[config.mk]
export PLATFORM = sky130hd
export DESIGN_NAME = scrm_ctrl
export DESIGN_NICKNAME = d
export VERILOG_FILES = /design/src/scrm_pkg.sv /design/src/scrm_ctrl.sv
export SDC_FILE = /design/constraint.sdc
export NUM_CORES = 1
export LEC_CHECK = 0
export ABC_AREA = 1
export BUFFER_PORTS_ARGS = -buffer_cell sky130_fd_sc_hd__buf_2
export CAP_MARGIN = 15
export CORE_MARGIN = 4
export CORE_UTILIZATION = 45
export CTS_CLUSTER_SIZE = 20
export DETAILED_ROUTE_END_ITERATION = 6
export PLACE_DENSITY = 0.72
export SLEW_MARGIN = 10
export SYNTH_ARGS = -nofsm -noshare
export SYNTH_HDL_FRONTEND = slang
export SYNTH_SLANG_ARGS = --single-unit
[constraint.sdc]
create_clock -name clk -period 2.5 [get_ports clk]
set_input_delay 0.25 -clock clk [delete_from_list [all_inputs] [get_ports clk]]
set_output_delay 0.25 -clock clk [all_outputs]
set_load 0.005 [all_outputs]
[src/scrm_pkg.sv]
// ----------------------------------------------------------------------------
// scrm_pkg
// Shared types and arithmetic helpers for the sparse complex row product.
// ----------------------------------------------------------------------------
package scrm_pkg;

	// Configuration register indexes
	localparam logic [0:0] REG_B_COLS = 1'b0;
	localparam logic [0:0] REG_B_ROWS = 1'b1;

	// Input item kinds
	typedef enum logic [1:0] {
		KIND_LOAD  = 2'd0,
		KIND_A     = 2'd1,
		KIND_END   = 2'd2,
		KIND_CLEAR = 2'd3
	} kind_t;

	// Commands from the controller to the datapath
	typedef struct packed {
		logic latch_in;
		logic load_b;
		logic clear_b;
		logic walk_init;
		logic prod;
		logic sum;
		logic acc_wr;
		logic next_j;
		logic scan_init;
		logic scan_step;
		logic emit_err;
		logic emit_empty;
		logic emit_col;
		logic row_done;
	} cmd_t;

	// Status from the datapath to the controller
	typedef struct packed {
		kind_t kind;
		logic  load_bad;
		logic  a_bad;
		logic  j_done;
		logic  skip;
		logic  touched_any;
		logic  cur_touched;
		logic  col_last;
		logic  out_free;
	} stat_t;

	// Signed 64-bit add, clamped to the 64-bit range
	function automatic logic signed [63:0] sat_add(input logic signed [63:0] a,
		input logic signed [63:0] b);
		logic signed [64:0] s;
		begin
			s = {a[63], a} + {b[63], b};
			if (s[64] != s[63]) begin
				sat_add = s[64] ? {1'b1, 63'd0} : {1'b0, {63{1'b1}}};
			end else begin
				sat_add = s[63:0];
			end
		end
	endfunction

endpackage

[src/scrm_ctrl.sv]
// ----------------------------------------------------------------------------
// scrm_ctrl
// Sequencer: decodes each request, walks a B row, scans the accumulators.
// ----------------------------------------------------------------------------
module scrm_ctrl (
	input  logic            clk,
	input  logic            arst_n,
	input  logic            in_valid,
	output logic            in_ready,
	input  scrm_pkg::stat_t stat,
	output scrm_pkg::cmd_t  cmd
);

	typedef enum logic [10:0] {
		ST_IDLE     = 11'b00000000001,
		ST_DECODE   = 11'b00000000010,
		ST_ROW_RD   = 11'b00000000100,
		ST_WALK     = 11'b00000001000,
		ST_B_CHK    = 11'b00000010000,
		ST_SUM      = 11'b00000100000,
		ST_ACC      = 11'b00001000000,
		ST_SCAN     = 11'b00010000000,
		ST_SCAN_OUT = 11'b00100000000,
		ST_ERR      = 11'b01000000000,
		ST_EMPTY    = 11'b10000000000
	} state_t;

	state_t state_q, state_d;

	assign in_ready = (state_q == ST_IDLE);

	// Next state and commands
	always_comb begin
		state_d = state_q;
		cmd     = '0;
		unique case (state_q)
			ST_IDLE: begin
				if (in_valid) begin
					cmd.latch_in = 1'b1;
					state_d      = ST_DECODE;
				end
			end
			ST_DECODE: begin
				unique case (stat.kind)
					scrm_pkg::KIND_LOAD: begin
						if (stat.load_bad) begin
							state_d = ST_ERR;
						end else begin
							cmd.load_b = 1'b1;
							state_d    = ST_IDLE;
						end
					end
					scrm_pkg::KIND_A: begin
						state_d = stat.a_bad ? ST_ERR : ST_ROW_RD;
					end
					scrm_pkg::KIND_END: begin
						if (stat.touched_any) begin
							cmd.scan_init = 1'b1;
							state_d       = ST_SCAN;
						end else begin
							state_d = ST_EMPTY;
						end
					end
					default: begin
						cmd.clear_b = 1'b1;
						state_d     = ST_IDLE;
					end
				endcase
			end
			ST_ROW_RD: begin
				cmd.walk_init = 1'b1;
				state_d       = ST_WALK;
			end
			ST_WALK: begin
				state_d = stat.j_done ? ST_IDLE : ST_B_CHK;
			end
			ST_B_CHK: begin
				if (stat.skip) begin
					cmd.next_j = 1'b1;
					state_d    = ST_WALK;
				end else begin
					cmd.prod = 1'b1;
					state_d  = ST_SUM;
				end
			end
			ST_SUM: begin
				cmd.sum = 1'b1;
				state_d = ST_ACC;
			end
			ST_ACC: begin
				cmd.acc_wr = 1'b1;
				cmd.next_j = 1'b1;
				state_d    = ST_WALK;
			end
			ST_SCAN: begin
				if (stat.cur_touched) begin
					state_d = ST_SCAN_OUT;
				end else begin
					cmd.scan_step = 1'b1;
				end
			end
			ST_SCAN_OUT: begin
				if (stat.out_free) begin
					cmd.emit_col = 1'b1;
					if (stat.col_last) begin
						cmd.row_done = 1'b1;
						state_d      = ST_IDLE;
					end else begin
						cmd.scan_step = 1'b1;
						state_d       = ST_SCAN;
					end
				end
			end
			ST_ERR: begin
				if (stat.out_free) begin
					cmd.emit_err = 1'b1;
					state_d      = ST_IDLE;
				end
			end
			ST_EMPTY: begin
				if (stat.out_free) begin
					cmd.emit_empty = 1'b1;
					cmd.row_done   = 1'b1;
					state_d        = ST_IDLE;
				end
			end
			default: begin
				state_d = ST_IDLE;
			end
		endcase
	end

	// State register
	always_ff @(posedge clk or negedge arst_n) begin
		if (!arst_n) begin
			state_q <= ST_IDLE;
		end else begin
			state_q <= state_d;
		end
	end

endmodule

==> results.yml <==
clocking:
  clock_path_buffers: 2
  clock-sinks: 11
  cts_buffers: 3
  cts_tree: "done"
  cts_max_level: 1
  cts_resized: 0
  clk_latency_ps: 270
  path_clk_slew_ps: 70
  cts-root-buf: "clkbuf_4"
logic_synthesis:
  syn_inst: 130
  syn_avg_cell_area_um2: 6.67
  ys_warn_count: 0
  synthesis.nets: 143
  yosys.area.top_type: "dfrtp_1"
  synth.area.top_cells: "dfrtp_1, nand2_1, inv_1, nor2_1, nand3_1"
  synthDistinctLibCells: 23
  synth_seq_cells: 11
  netlist_area_um2: 867
  yosysSeqAreaShare_pct: 31.9
  synth_top_area_share_pct: 28.9
cells_and_area:
  final_cells: 187
  n_fill_cell: 183
  regMostFlops: "state_q"
  reg.largest.list: "state_q x11"
  area_growth_pct: 23.4
  n_antenna_cell: 0
  final_area_um2: 1070
  final_nets: 176
  drive_above_1_share_pct: 29.0
  largest_reg_flops: 11
critical_path:
  crit_path_end_kind: "output pin"
  cp_slowest_cell: "dfrtp_1"
  crit_path_start_kind: "flop"
  slowest_delay_ps: 390
  crit_required_ps: 2250
  reg2reg_slack_ps: 1040
  critPathMaxFanout: 5
  crit_chain: "nor2_1, nand2_2, nor2_4, nand2_1, nor2_1, nand2_1, o21ai_0, buf_2"
  r2r_end: "state_q[0]"
  ff2ff_path_depth: 10
  r2r_start: "state_q[10]"
  worstSetupPathType: "flop to output pin"
  cp_data_arrival_time_ps: 1690
power_and_ir_drop:
  pwr-share-clk_pct: 19.1
  powerDensity_nw_per_um2: 616
  leakagePower_nw: 0.661
  power_switching_w: 0.000284
  switching_share_pct: 43.1
  p_comb_share_pct: 48.1
  internal_power_w: 0.000375
  sequentialPowerShare_pct: 32.8
  vdd_drop_max_uv: 392
global_route:
  overflow: 0
  grt_pass1_vias: 907
  grt_max_degree: 12
  grt_pass1_wl_um: 3550
  antenna_found_initial: 0
  track_usage_pct: 17.7
drt:
  initialDrtViolationCount: 10
  via_per_inst: 4.86
  post_drt_wl_per_cell_um: 11.2
  drtPass1Iterations: 4
  wl_um: 2090
  num_vias: 908
  ant_nets: 0
  drc_errors: 0
timing:
  hold_slack_ps: 142
  drv_slew: 0
  period_share_pct: 77.6
  finalClockSkew_ps: 6.87
  setup_viol: 0
  hold_viol: 0
  max_slew_margin_pct: 78.8
  worstMarginPinSlew_ps: 315
  fin_setup_tns_ps: 0
  rsz0062_at_grt: "no"
  min_period_ps: 1940
  timing.fmax_mhz: 516
hold_path:
  min_to: "state_q[4]"
  hold_class: "input port to flop"
  hp-start: "stat[5]"
  hold_path_depth: 2
floorplanning:
  dieArea_um2: 2690
  die_y_um: 51.9
  start_util_pct: 48.6
  core_area_um2: 1780
  die-width_um: 51.9
  ios: 28
  fp-row-count: 15
place:
  port_buffers: 27
  place_congestion: 0.785
  placed_area_um2: 1030
  placed_cells: 182
  hpwl_um: 1720
flow_run:
  maxCapViolCount: 0
status:
  outcome: "finished clean"
[cell type report]
class / count / area [µm²] / share of cell area (%)
Timing Repair Buffer: 28 / 145 / 13.6
Sequential cell: 11 / 277 / 25.8
Multi-Input combinational cell: 96 / 504 / 47.1
Clock buffer: 4 / 26.3 / 2.46
Tap cell: 25 / 31.3 / 2.92
Inverter: 23 / 86.3 / 8.07
[layer usage]
metal | wire length, µm | part of all wire (%) | global-route usage, %
met1 | 816 | 39 | 18.7
met2 | 1100 | 53 | 32.4
met3 | 139 | 6.7 | 5.16
met4 | 27 | 1.3 | 6.55
met5 | 0 | 0 | 0
[Yosys cell counts (all sizes together)]
library cell / number
o21ai: 5
nand3b: 1
nor2: 29
nand2: 35
nand3: 13
o22ai: 1
inv: 23
and2: 1
a21oi: 2
dfstp: 1
nor3: 6
o31ai: 2
dfrtp: 10
nor4: 1
[layout by cell type (no fill, tap or decap)]
cell type and instances:
nor4_1 1, a21oi_2 1, nor3_1 5, nand3_2 3
inv_1 23, nand3b_2 1, dlygate4sd3_1 1, buf_2 27
nand3_1 10, o21ai_1 2, dfstp_2 1, nand2_4 2
nor2_1 23, nor2_8 1, nand2_2 2, o21ai_0 3
a21oi_1 1, o22ai_1 1, dfrtp_1 10, clkbuf_4 3
nor2_2 3, o31ai_1 2, nand2_1 31, nor2_4 2
nor3_4 1, clkbuf_1 1, and2_1 1
[cell families after synthesis]
family                 count (synthesis)  share of synthesized area [%]
AO/OA/AOI/OAI                         10                           6.93
buffers and inverters                 23                           9.96
AND/OR/NAND/NOR                       86                           51.2
flip-flops                            11                           31.9
[worst max-delay path, delay by kind of cell (launching register included)]
| family | cells | cell delay (ps) |
|---|---|---|
| AO/OA/AOI/OAI | 1 | 80 |
| buffers and inverters | 1 | 140 |
| AND/OR/NAND/NOR | 6 | 810 |
| flip-flops | 1 | 390 |
[per-stage QoR]
stage	utilization [%]	worst slack, ps	total power [W]
2_1_floorplan	-	1080	0.000455
3_3_place_gp	58.0	984	0.000527
3_5_place_dp	58.0	834	0.000537
4_1_cts	60.0	538	0.000664
5_1_grt	60.0	400	0.000722
6_report	60.0	561	0.000659
[power by group through the flow]
stage                     Sequential (W)  Combinational, W  Clock (W)
final                           0.000216          0.000317   0.000126
after global routing            0.000219          0.000361   0.000142
after CTS                       0.000216          0.000320   0.000128
after detailed placement        0.000219          0.000318          0
after global placement          0.000219          0.000308          0
after floorplan                 0.000217          0.000238          0
[worst max-delay path by stage]
stage	from	to	slack (ps)	cells past startpoint
4_1_cts	state_q[5]	cmd[0]	540	8
3_5_place_dp	state_q[5]	cmd[0]	830	8
6_report	state_q[5]	cmd[0]	560	8
5_1_grt	state_q[5]	cmd[0]	400	8
3_3_place_gp	state_q[5]	cmd[0]	980	8
2_1_floorplan	state_q[5]	cmd[0]	1080	7
[repair_timing]
action,in CTS,in global routing
endpoints found under the setup margin,0,0
hold buffers,1,0
buffers inserted,0,0
hold endpoints to repair,10,0
Power figures use the tool's default switching activity.
